## src/design/ppd_pkg.sv

```systemverilog
// ----------------------------------------------------------------------------
// ppd_pkg: shared types and codes of the periodic priority task dispatcher
// Request and result beat layouts, command and status codes, sequencer
// states and the control group that drives the sorted dispatch list.
// ----------------------------------------------------------------------------
`default_nettype none

package ppd_pkg;

	// Dispatch list length: most run beats one run command can produce
	localparam int MAX_RESULTS = 16;

	localparam logic CMD_ADD = 1'b0;
	localparam logic CMD_RUN = 1'b1;

	localparam logic KIND_ACK = 1'b0;
	localparam logic KIND_RUN = 1'b1;

	localparam logic STATUS_OK   = 1'b0;
	localparam logic STATUS_FULL = 1'b1;

	typedef struct packed {
		logic               command;
		logic [31:0]        now_ms;
		logic [30:0]        period;
		logic [31:0]        first_due;
		logic signed [15:0] prio_value;
	} request_t;

	typedef struct packed {
		logic       result_kind;
		logic [3:0] task_index;
		logic       status;
		logic       last_item;
	} result_t;

	typedef enum logic [1:0] {
		ST_IDLE,
		ST_SWEEP,
		ST_EMIT
	} state_t;

	typedef struct packed {
		logic clear;
		logic insert;
		logic pop;
	} sort_cmd_t;

endpackage

`default_nettype wire

```

## src/design/periodic_priority_task_dispatcher_top.sv

```systemverilog
// ----------------------------------------------------------------------------
// periodic_priority_task_dispatcher_top: periodic task dispatcher
// Task table in RAM, one shared add/compare unit swept over the table under
// a small sequencer, and a sorted list that orders due tasks by priority.
// ----------------------------------------------------------------------------
//
//  channel   ports                        handshake
//  -------   --------------------------   -----------------------------------
//  request   start, busy, request         beat taken when start && !busy
//  result    result_valid, result         one-cycle strobe, no backpressure
//
//  Add: the acknowledge beat follows on the next cycle.
//  Run: a sweep reads one task per cycle through the shared due-time
//  adder/comparator, then one result beat per due task up to MAX_RESULTS
//  (no beat if none is due).
//  Reset clears task_count and the sequencer; the task table is not cleared.
//  The receiver cannot stall: every beat is shown for exactly one cycle.
// ----------------------------------------------------------------------------
`default_nettype none

module periodic_priority_task_dispatcher_top #(
	parameter int MAX_TASKS = 16
) (
	input  wire logic              clk,
	input  wire logic              arst_n,
	input  wire logic              start,
	output logic                   busy,
	input  wire ppd_pkg::request_t request,
	output logic                   result_valid,
	output ppd_pkg::result_t       result
);

	localparam int CW = $clog2(MAX_TASKS + 1);
	localparam int IW = (MAX_TASKS > 1) ? $clog2(MAX_TASKS) : 1;

	ppd_pkg::state_t    state_q, state_d;
	ppd_pkg::sort_cmd_t sort_cmd;
	ppd_pkg::result_t   result_q;

	logic [CW-1:0]      count_q;
	logic [CW-1:0]      rd_ptr_q;
	logic [31:0]        now_q;
	logic               chk_s1;
	logic [IW-1:0]      idx_s1;
	logic               result_valid_q;

	logic               accept, do_add, do_run, full, more;
	logic               issue, emit_fire, is_due;
	logic [31:0]        due_rdata, due_sum, due_wdata;
	logic [30:0]        period_rdata;
	logic signed [15:0] prio_rdata;
	logic               due_we;
	logic [IW-1:0]      due_waddr;
	logic               head_valid, next_valid;
	logic [IW-1:0]      head_idx;

	assign accept = start && !busy;
	assign do_add = accept && (request.command == ppd_pkg::CMD_ADD);
	assign do_run = accept && (request.command == ppd_pkg::CMD_RUN);
	assign full   = (count_q == CW'(MAX_TASKS));
	assign more   = (rd_ptr_q != count_q);

	// shared due-time unit
	assign is_due  = (due_rdata <= now_q);
	assign due_sum = due_rdata + {1'b0, period_rdata};

	always_comb begin
		state_d = state_q;
		unique case (state_q)
			ppd_pkg::ST_IDLE: begin
				if (do_run) state_d = ppd_pkg::ST_SWEEP;
			end
			ppd_pkg::ST_SWEEP: begin
				if (!more && !chk_s1) state_d = ppd_pkg::ST_EMIT;
			end
			ppd_pkg::ST_EMIT: begin
				if (!head_valid || !next_valid) state_d = ppd_pkg::ST_IDLE;
			end
			default: state_d = ppd_pkg::ST_IDLE;
		endcase
	end

	always_comb begin
		busy            = (state_q != ppd_pkg::ST_IDLE);
		issue           = (state_q == ppd_pkg::ST_SWEEP) && more;
		emit_fire       = (state_q == ppd_pkg::ST_EMIT) && head_valid;
		sort_cmd.clear  = do_run;
		sort_cmd.insert = chk_s1 && is_due;
		sort_cmd.pop    = emit_fire;
	end

	assign due_we    = (do_add && !full) || sort_cmd.insert;
	assign due_waddr = do_add ? count_q[IW-1:0] : idx_s1;
	assign due_wdata = do_add ? request.first_due : due_sum;

	always_ff @(posedge clk or negedge arst_n) begin
		if (!arst_n) begin
			state_q        <= ppd_pkg::ST_IDLE;
			count_q        <= '0;
			rd_ptr_q       <= '0;
			chk_s1         <= 1'b0;
			result_valid_q <= 1'b0;
		end else begin
			state_q        <= state_d;
			chk_s1         <= issue;
			result_valid_q <= do_add || emit_fire;
			if (do_add && !full) begin
				count_q <= count_q + CW'(1);
			end
			if (do_run) begin
				rd_ptr_q <= '0;
			end else if (issue) begin
				rd_ptr_q <= rd_ptr_q + CW'(1);
			end
		end
	end

	always_ff @(posedge clk) begin
		if (do_run) begin
			now_q <= request.now_ms;
		end
		if (issue) begin
			idx_s1 <= rd_ptr_q[IW-1:0];
		end
		if (do_add) begin
			result_q.result_kind <= ppd_pkg::KIND_ACK;
			result_q.task_index  <= full ? 4'd0 : 4'(count_q[IW-1:0]);
			result_q.status      <= full ? ppd_pkg::STATUS_FULL : ppd_pkg::STATUS_OK;
			result_q.last_item   <= 1'b1;
		end else if (emit_fire) begin
			result_q.result_kind <= ppd_pkg::KIND_RUN;
			result_q.task_index  <= 4'(head_idx);
			result_q.status      <= ppd_pkg::STATUS_OK;
			result_q.last_item   <= !next_valid;
		end
	end

	ppd_ram #(.WIDTH(31), .DEPTH(MAX_TASKS)) u_period_ram (
		.clk   (clk),
		.we    (do_add && !full),
		.waddr (count_q[IW-1:0]),
		.wdata (request.period),
		.raddr (rd_ptr_q[IW-1:0]),
		.rdata (period_rdata)
	);

	ppd_ram #(.WIDTH(32), .DEPTH(MAX_TASKS)) u_due_ram (
		.clk   (clk),
		.we    (due_we),
		.waddr (due_waddr),
		.wdata (due_wdata),
		.raddr (rd_ptr_q[IW-1:0]),
		.rdata (due_rdata)
	);

	ppd_ram #(.WIDTH(16), .DEPTH(MAX_TASKS)) u_prio_ram (
		.clk   (clk),
		.we    (do_add && !full),
		.waddr (count_q[IW-1:0]),
		.wdata (request.prio_value),
		.raddr (rd_ptr_q[IW-1:0]),
		.rdata (prio_rdata)
	);

	ppd_sorter #(.IDX_W(IW)) u_sorter (
		.clk        (clk),
		.arst_n     (arst_n),
		.cmd        (sort_cmd),
		.ins_idx    (idx_s1),
		.ins_prio   (prio_rdata),
		.head_valid (head_valid),
		.head_idx   (head_idx),
		.next_valid (next_valid)
	);

	assign result_valid = result_valid_q;
	assign result       = result_q;

	// a beat shown while idle closes its command
	a_idle_beat_last: assert property (@(posedge clk) disable iff (!arst_n)
		result_valid && !busy |-> result.last_item)
		else $error("non-final beat while idle");

	a_add_ack: assert property (@(posedge clk) disable iff (!arst_n)
		start && !busy && request.command == ppd_pkg::CMD_ADD |=>
		result_valid && result.result_kind == ppd_pkg::KIND_ACK)
		else $error("add without acknowledge beat");

	a_count_bound: assert property (@(posedge clk) disable iff (!arst_n)
		count_q <= CW'(MAX_TASKS))
		else $error("task count above table size");

endmodule

`default_nettype wire

```

## src/design/ppd_ram.sv

```systemverilog
// ----------------------------------------------------------------------------
// ppd_ram: generic simple dual-port RAM
// One write port and one read port, read data registered.
// ----------------------------------------------------------------------------
`default_nettype none

module ppd_ram #(
	parameter int WIDTH = 32,
	parameter int DEPTH = 16
) (
	input  wire logic                                   clk,
	input  wire logic                                   we,
	input  wire logic [((DEPTH > 1) ? $clog2(DEPTH) : 1)-1:0] waddr,
	input  wire logic [WIDTH-1:0]                       wdata,
	input  wire logic [((DEPTH > 1) ? $clog2(DEPTH) : 1)-1:0] raddr,
	output logic      [WIDTH-1:0]                       rdata
);

	logic [WIDTH-1:0] mem_q [DEPTH];

	always_ff @(posedge clk) begin
		if (we) begin
			mem_q[waddr] <= wdata;
		end
		rdata <= mem_q[raddr];
	end

endmodule

`default_nettype wire

```

## src/design/ppd_sorter.sv

```systemverilog
// ----------------------------------------------------------------------------
// ppd_sorter: sorted dispatch list
// A row of cells kept in descending priority. An insert goes ahead of the
// first cell whose priority is not above it; a cell pushed off the end is
// dropped. Pop shifts the row toward the head.
// ----------------------------------------------------------------------------
`default_nettype none

module ppd_sorter #(
	parameter int IDX_W = 4
) (
	input  wire logic               clk,
	input  wire logic               arst_n,
	input  wire ppd_pkg::sort_cmd_t cmd,
	input  wire logic [IDX_W-1:0]   ins_idx,
	input  wire logic signed [15:0] ins_prio,
	output logic                    head_valid,
	output logic [IDX_W-1:0]        head_idx,
	output logic                    next_valid
);

	localparam int N = ppd_pkg::MAX_RESULTS;

	logic               valid_q [N];
	logic [IDX_W-1:0]   idx_q   [N];
	logic signed [15:0] prio_q  [N];

	logic               valid_d [N];
	logic [IDX_W-1:0]   idx_d   [N];
	logic signed [15:0] prio_d  [N];
	logic               stays   [N];

	always_comb begin
		for (int k = 0; k < N; k++) begin
			stays[k] = valid_q[k] && (prio_q[k] > ins_prio);
		end
	end

	always_comb begin
		for (int k = 0; k < N; k++) begin
			valid_d[k] = valid_q[k];
			idx_d[k]   = idx_q[k];
			prio_d[k]  = prio_q[k];
		end
		if (cmd.clear) begin
			for (int k = 0; k < N; k++) begin
				valid_d[k] = 1'b0;
			end
		end else if (cmd.insert) begin
			if (!stays[0]) begin
				valid_d[0] = 1'b1;
				idx_d[0]   = ins_idx;
				prio_d[0]  = ins_prio;
			end
			for (int k = 1; k < N; k++) begin
				if (!stays[k]) begin
					if (stays[k-1]) begin
						valid_d[k] = 1'b1;
						idx_d[k]   = ins_idx;
						prio_d[k]  = ins_prio;
					end else begin
						// shift the tail down one cell
						valid_d[k] = valid_q[k-1];
						idx_d[k]   = idx_q[k-1];
						prio_d[k]  = prio_q[k-1];
					end
				end
			end
		end else if (cmd.pop) begin
			for (int k = 0; k < N - 1; k++) begin
				valid_d[k] = valid_q[k+1];
				idx_d[k]   = idx_q[k+1];
				prio_d[k]  = prio_q[k+1];
			end
			valid_d[N-1] = 1'b0;
		end
	end

	always_ff @(posedge clk or negedge arst_n) begin
		if (!arst_n) begin
			for (int k = 0; k < N; k++) begin
				valid_q[k] <= 1'b0;
			end
		end else begin
			for (int k = 0; k < N; k++) begin
				valid_q[k] <= valid_d[k];
			end
		end
	end

	always_ff @(posedge clk) begin
		for (int k = 0; k < N; k++) begin
			idx_q[k]  <= idx_d[k];
			prio_q[k] <= prio_d[k];
		end
	end

	assign head_valid = valid_q[0];
	assign head_idx   = idx_q[0];
	assign next_valid = valid_q[1];

endmodule

`default_nettype wire
```

## config.mk

```make
export PLATFORM = sky130hd
export DESIGN_NAME = periodic_priority_task_dispatcher_top
export DESIGN_NICKNAME = d
export VERILOG_FILES = /design/src/design/ppd_pkg.sv /design/src/design/periodic_priority_task_dispatcher_top.sv /design/src/design/ppd_ram.sv /design/src/design/ppd_sorter.sv
export SDC_FILE = /design/constraint.sdc
export NUM_CORES = 2
export LEC_CHECK = 0
export BUFFER_PORTS_ARGS = -buffer_cell sky130_fd_sc_hd__buf_2
export CAP_MARGIN = 20
export CORE_UTILIZATION = 43
export DETAILED_ROUTE_END_ITERATION = 7
export PLACE_DENSITY = 0.67
export SETUP_SLACK_MARGIN = 0.4
export SYNTH_ARGS = -nofsm -noshare
export SYNTH_HDL_FRONTEND = slang
export SYNTH_SLANG_ARGS = --single-unit
```

## constraint.sdc

```tcl
create_clock -name clk -period 10 [get_ports clk]
set_input_delay 1.5 -clock clk [delete_from_list [all_inputs] [get_ports clk]]
set_output_delay 1.5 -clock clk [all_outputs]
set_load 0.01 [all_outputs]
```

==> impl_results.md <==
* Initial Util at 43.4%
* Post-CTS Resized at 0
* Clk sinks at 1,736
* Final period utilization at 56.7%
* Maximum VDD drop at 0.240 mV
* Crit path top cell by count: buf_4
* Power per cell area at 324 mW/mm^2
* Final HPWL DP at 126,000 um
* Total gr overflow at 0
* CP max FO at 65
* DRC violations left at 0
* WP buf/inv at 4
* Hold Fails Final Rpt at 0
* Max-cap violations at 0
* Core Area at 0.177 sq mm
* Minimum clock period at 5.67 ns
* Count of cell types in the netlist at 69
* GR Util All Layers at 23.1%
* Async set-reset flop share out of synthesis at 1.73%
* Clock transition at path regs at 0.06 ns
* Clk_skew at 0.0418 ns
* Vias per inst at 6.10
* Die H at 425 um
* Nets at 5,329
* Worst path cell trace: inv_1 > ha_1 > nand4_1 > nor4_1 > nand4_1 > nand2_1 > a31oi_4 > buf_4 > nor2_4 > buf_4 > buf_4 > nand2_1 > a21oi_2
* Static leakage at 30.0 nW
* Die Wd at 425 um
* CTS Buffer Depth at 3
* DR vias at 45.0k
* Slew margin rel. at 20.7%
* Syn Nets at 5,162
* Final wirelength at 209,000 um
* Setup ws final at 4.33 ns
* WP data arrival at 6.10 ns
* Simple logic cell fraction of the synthesized area at 5.57%
* DR WL/cell at 28.4 um
* Sequential fraction of the synthesis area at 66.6%
* Crit start category: flop
* Worst Tran Pin Value at 1.18 ns
* RSZ-0062 raised after global routing: false
* Synth-to-Final Area Change at 12.9%
* Portion of netlist area occupied by mux cells at 13.3%
* Post-synth EDFFs at 1,625
* Postcts setup bufs at 0
* Largest net degree at the start of global routing at 119
* Main combinational cell family by area after synthesis: multiplexers
* CTS tree: done
* Post-route ant nets at 0
* IO Count at 124
* I/O Buffers at 123
* Initial antenna violation count at 29
* Clock root buffer: clkbuf_16
* Pins Over Slew Limit at 0
* H-Tree Depth at 4
* Synth warnings at 0
* Yosys reg bits at 1,736
* Worst EP required at 10.43 ns
* Synthesized area at 0.0768 sq mm
* Final setup viols at 0
* Hold-fix buffers, CTS at 0
* Worst Hold Class: flop to flop
* Syn Inst Count at 4,722
* Crit path max-delay family: simple AND/OR/NAND/NOR gates
* Share of post-route cells with drive strength above 1 at 20.5%
* Final GP Congestion at 0.938
* Xor and xnor area share after synthesis at 0.388%
* Complex-gate fraction of the synthesized area at 6.96%
* Adder-cell share of the synthesized area at 5.30%
* Setup TNS at 0 ns
* Synthesized area per cell at 16.3 sq um
* Row count at 154
* Dpl ws at 4.36 ns
* Initial DRC count at 5,213
* Clock buffer count from CTS at 176
* Clk_lat worst skew at 0.83 ns
* TritonRoute pass-1 iters at 8
* WS Path Type: flop to flop
* Max frequency at 176 MHz
* Reg2Reg Setup Slack at 4.33 ns
* Max stage delay on crit path at 0.84 ns
* FILL cells at 14.6k
* Vias in the first global route at 44.9k
* CP max stage cell: a21oi_2
* Crit. End Element: flop
* Ys flop type: edfxtp_1
* Die area at 0.180 sq mm
* Outcome: completed
* First-pass GRT wire length at 304,000 um
==> synth_stat cells (all sizes together), types with 4 or more instances <==
library cell     n  area [sq um]
a21oi          121           606
xor2            16           140
nor2           188           706
clkbuf         193           726
a211oi          20           150
edfxtp        1625         48800
or3              6          37.5
mux4           395          8900
o221ai           4          35.0
xnor2           18           158
o21ai          314          1570
ha             324          4050
a221o           40           400
buf             87           390
and3             9          56.3
o22ai            6          37.5
nand3          172           861
nor3            34           170
nand2          224           841
o21a            40           300
mux2            21           236
o21bai           9          67.6
o31a             5          43.8
nand4          104           651
a2111oi          4          35.0
dfrtp           30           751
inv             96           360
o211ai          16           120
nor3b           43           323
nor4            10          62.6
nand2b          15          93.8
and2            17           106
a31oi          107           669
o211a            8          80.1
o31ai           16           120
or2              7          43.8
nor2b           31           194
mux2i          106          1060
a21o           120           901
dfxtp           81          1620
==> flip-flops by register name (all words and copies together) (netlist names), 2 cells and up <==
| register | flops |
|---|---|
| now_q | 32 |
| u_prio_ram.rdata | 16 |
| u_due_ram.rdata | 32 |
| u_period_ram.mem_q | 496 |
| result | 7 |
| u_period_ram.rdata | 31 |
| u_sorter.valid_q | 14 |
| u_prio_ram.mem_q | 256 |
| state_q | 2 |
| idx_s1 | 4 |
| u_due_ram.mem_q | 512 |
| count_q | 5 |
| u_sorter.idx_q | 64 |
| rd_ptr_q | 5 |
| u_sorter.prio_q | 256 |
==> stage by stage <==
| stage | hold slack (ns) | util (%) | instance area (sq um) | total power, mW | std cells |
|---|---|---|---|---|---|
| 2_1_floorplan | 0.423 | - | 76800 | 17.7 | 4722 |
| 3_3_place_gp | 0.450 | 45.5 | 80600 | 21.0 | 7018 |
| 3_5_place_dp | 0.477 | 45.6 | 80600 | 21.3 | 7023 |
| 4_1_cts | 0.491 | 48.8 | 86400 | 27.9 | 7350 |
| 5_1_grt | 0.511 | 49.0 | 86700 | 29.3 | 7381 |
| 6_report | 0.490 | 49.0 | 86700 | 28.1 | 7385 |
==> metal layers <==
layer / vias to the layer above / track usage [%] / wire length, um
met5: - / 0 / 134
met4: 22 / 9.65 / 9220
met3: 477 / 4.46 / 16700
met2: 2088 / 38.0 / 102000
met1: 23100 / 29.9 / 81600
li1: 19300 / - / -
==> placed cells by master (no fill, tap or decap), drive strengths merged, types with 43 or more instances in the layout <==
cell type | Yosys | routed
ha | 324 | 324
inv | 96 | 102
mux2i | 106 | 106
a21oi | 121 | 121
dfxtp | 81 | 81
a31oi | 107 | 107
edfxtp | 1625 | 1625
o21ai | 314 | 314
clkbuf | 193 | 239
nor2 | 188 | 188
nand4 | 104 | 104
buf | 87 | 269
nand2 | 224 | 224
nand3 | 172 | 172
nor3b | 43 | 43
a21o | 120 | 120
clkinv | 0 | 64
mux4 | 395 | 395
==> report_power, final <==
| group | switching (mW) | total, mW | internal, mW |
|---|---|---|---|
| logic | 6.46 | 10.3 | 3.88 |
| clock network | 2.85 | 6.57 | 3.72 |
| registers | 0.827 | 11.2 | 10.4 |
==> kinds of logic after synthesis <==
logic type	count (synthesis)
XOR/XNOR	34
buffers and inverters	376
flip-flops	1736
AO/OA/AOI/OAI	853
adder cells (fa/ha/maj)	325
multiplexers	522
AND/OR/NAND/NOR	876
==> layout make-up <==
cell class | count | area [sq um] | share of cell area, %
Sequential cell | 1736 | 51200 | 59.0
Multi-Input combinational cell | 2610 | 24600 | 28.4
Clock buffer | 239 | 4810 | 5.55
Tap cell | 2340 | 2930 | 3.38
Timing Repair Buffer | 269 | 1870 | 2.16
Clock inverter | 88 | 968 | 1.12
Inverter | 96 | 362 | 0.417
Antenna cell | 7 | 17.5 | 0.0202
==> tightest hold or removal path, stage by stage (launching register included) <==
cell and delay [ns]:
dfxtp_1 0.33, nor2_1 0.05, nor2_1 0.08
==> worst paths after layout <==
kind	from	depth (start not counted)	endpoint
worst max register to register	now_q[30]$_DFFE_PP_	13	u_sorter.prio_q[0][84]$_DFFE_PP_
worst min register to register	result[6]$_SDFFE_PP0P_	2	result[6]$_SDFFE_PP0P_
min in group asynchronous	arst_n	1	u_sorter.valid_q[5]$_DFFE_PN0P_
worst min-delay path	result[6]$_SDFFE_PP0P_	2	result[6]$_SDFFE_PP0P_
max in group asynchronous	arst_n	1	rd_ptr_q[1]$_DFFE_PN0P_
worst max-delay path	now_q[30]$_DFFE_PP_	13	u_sorter.prio_q[0][84]$_DFFE_PP_
(Power assumes the default switching activity.)
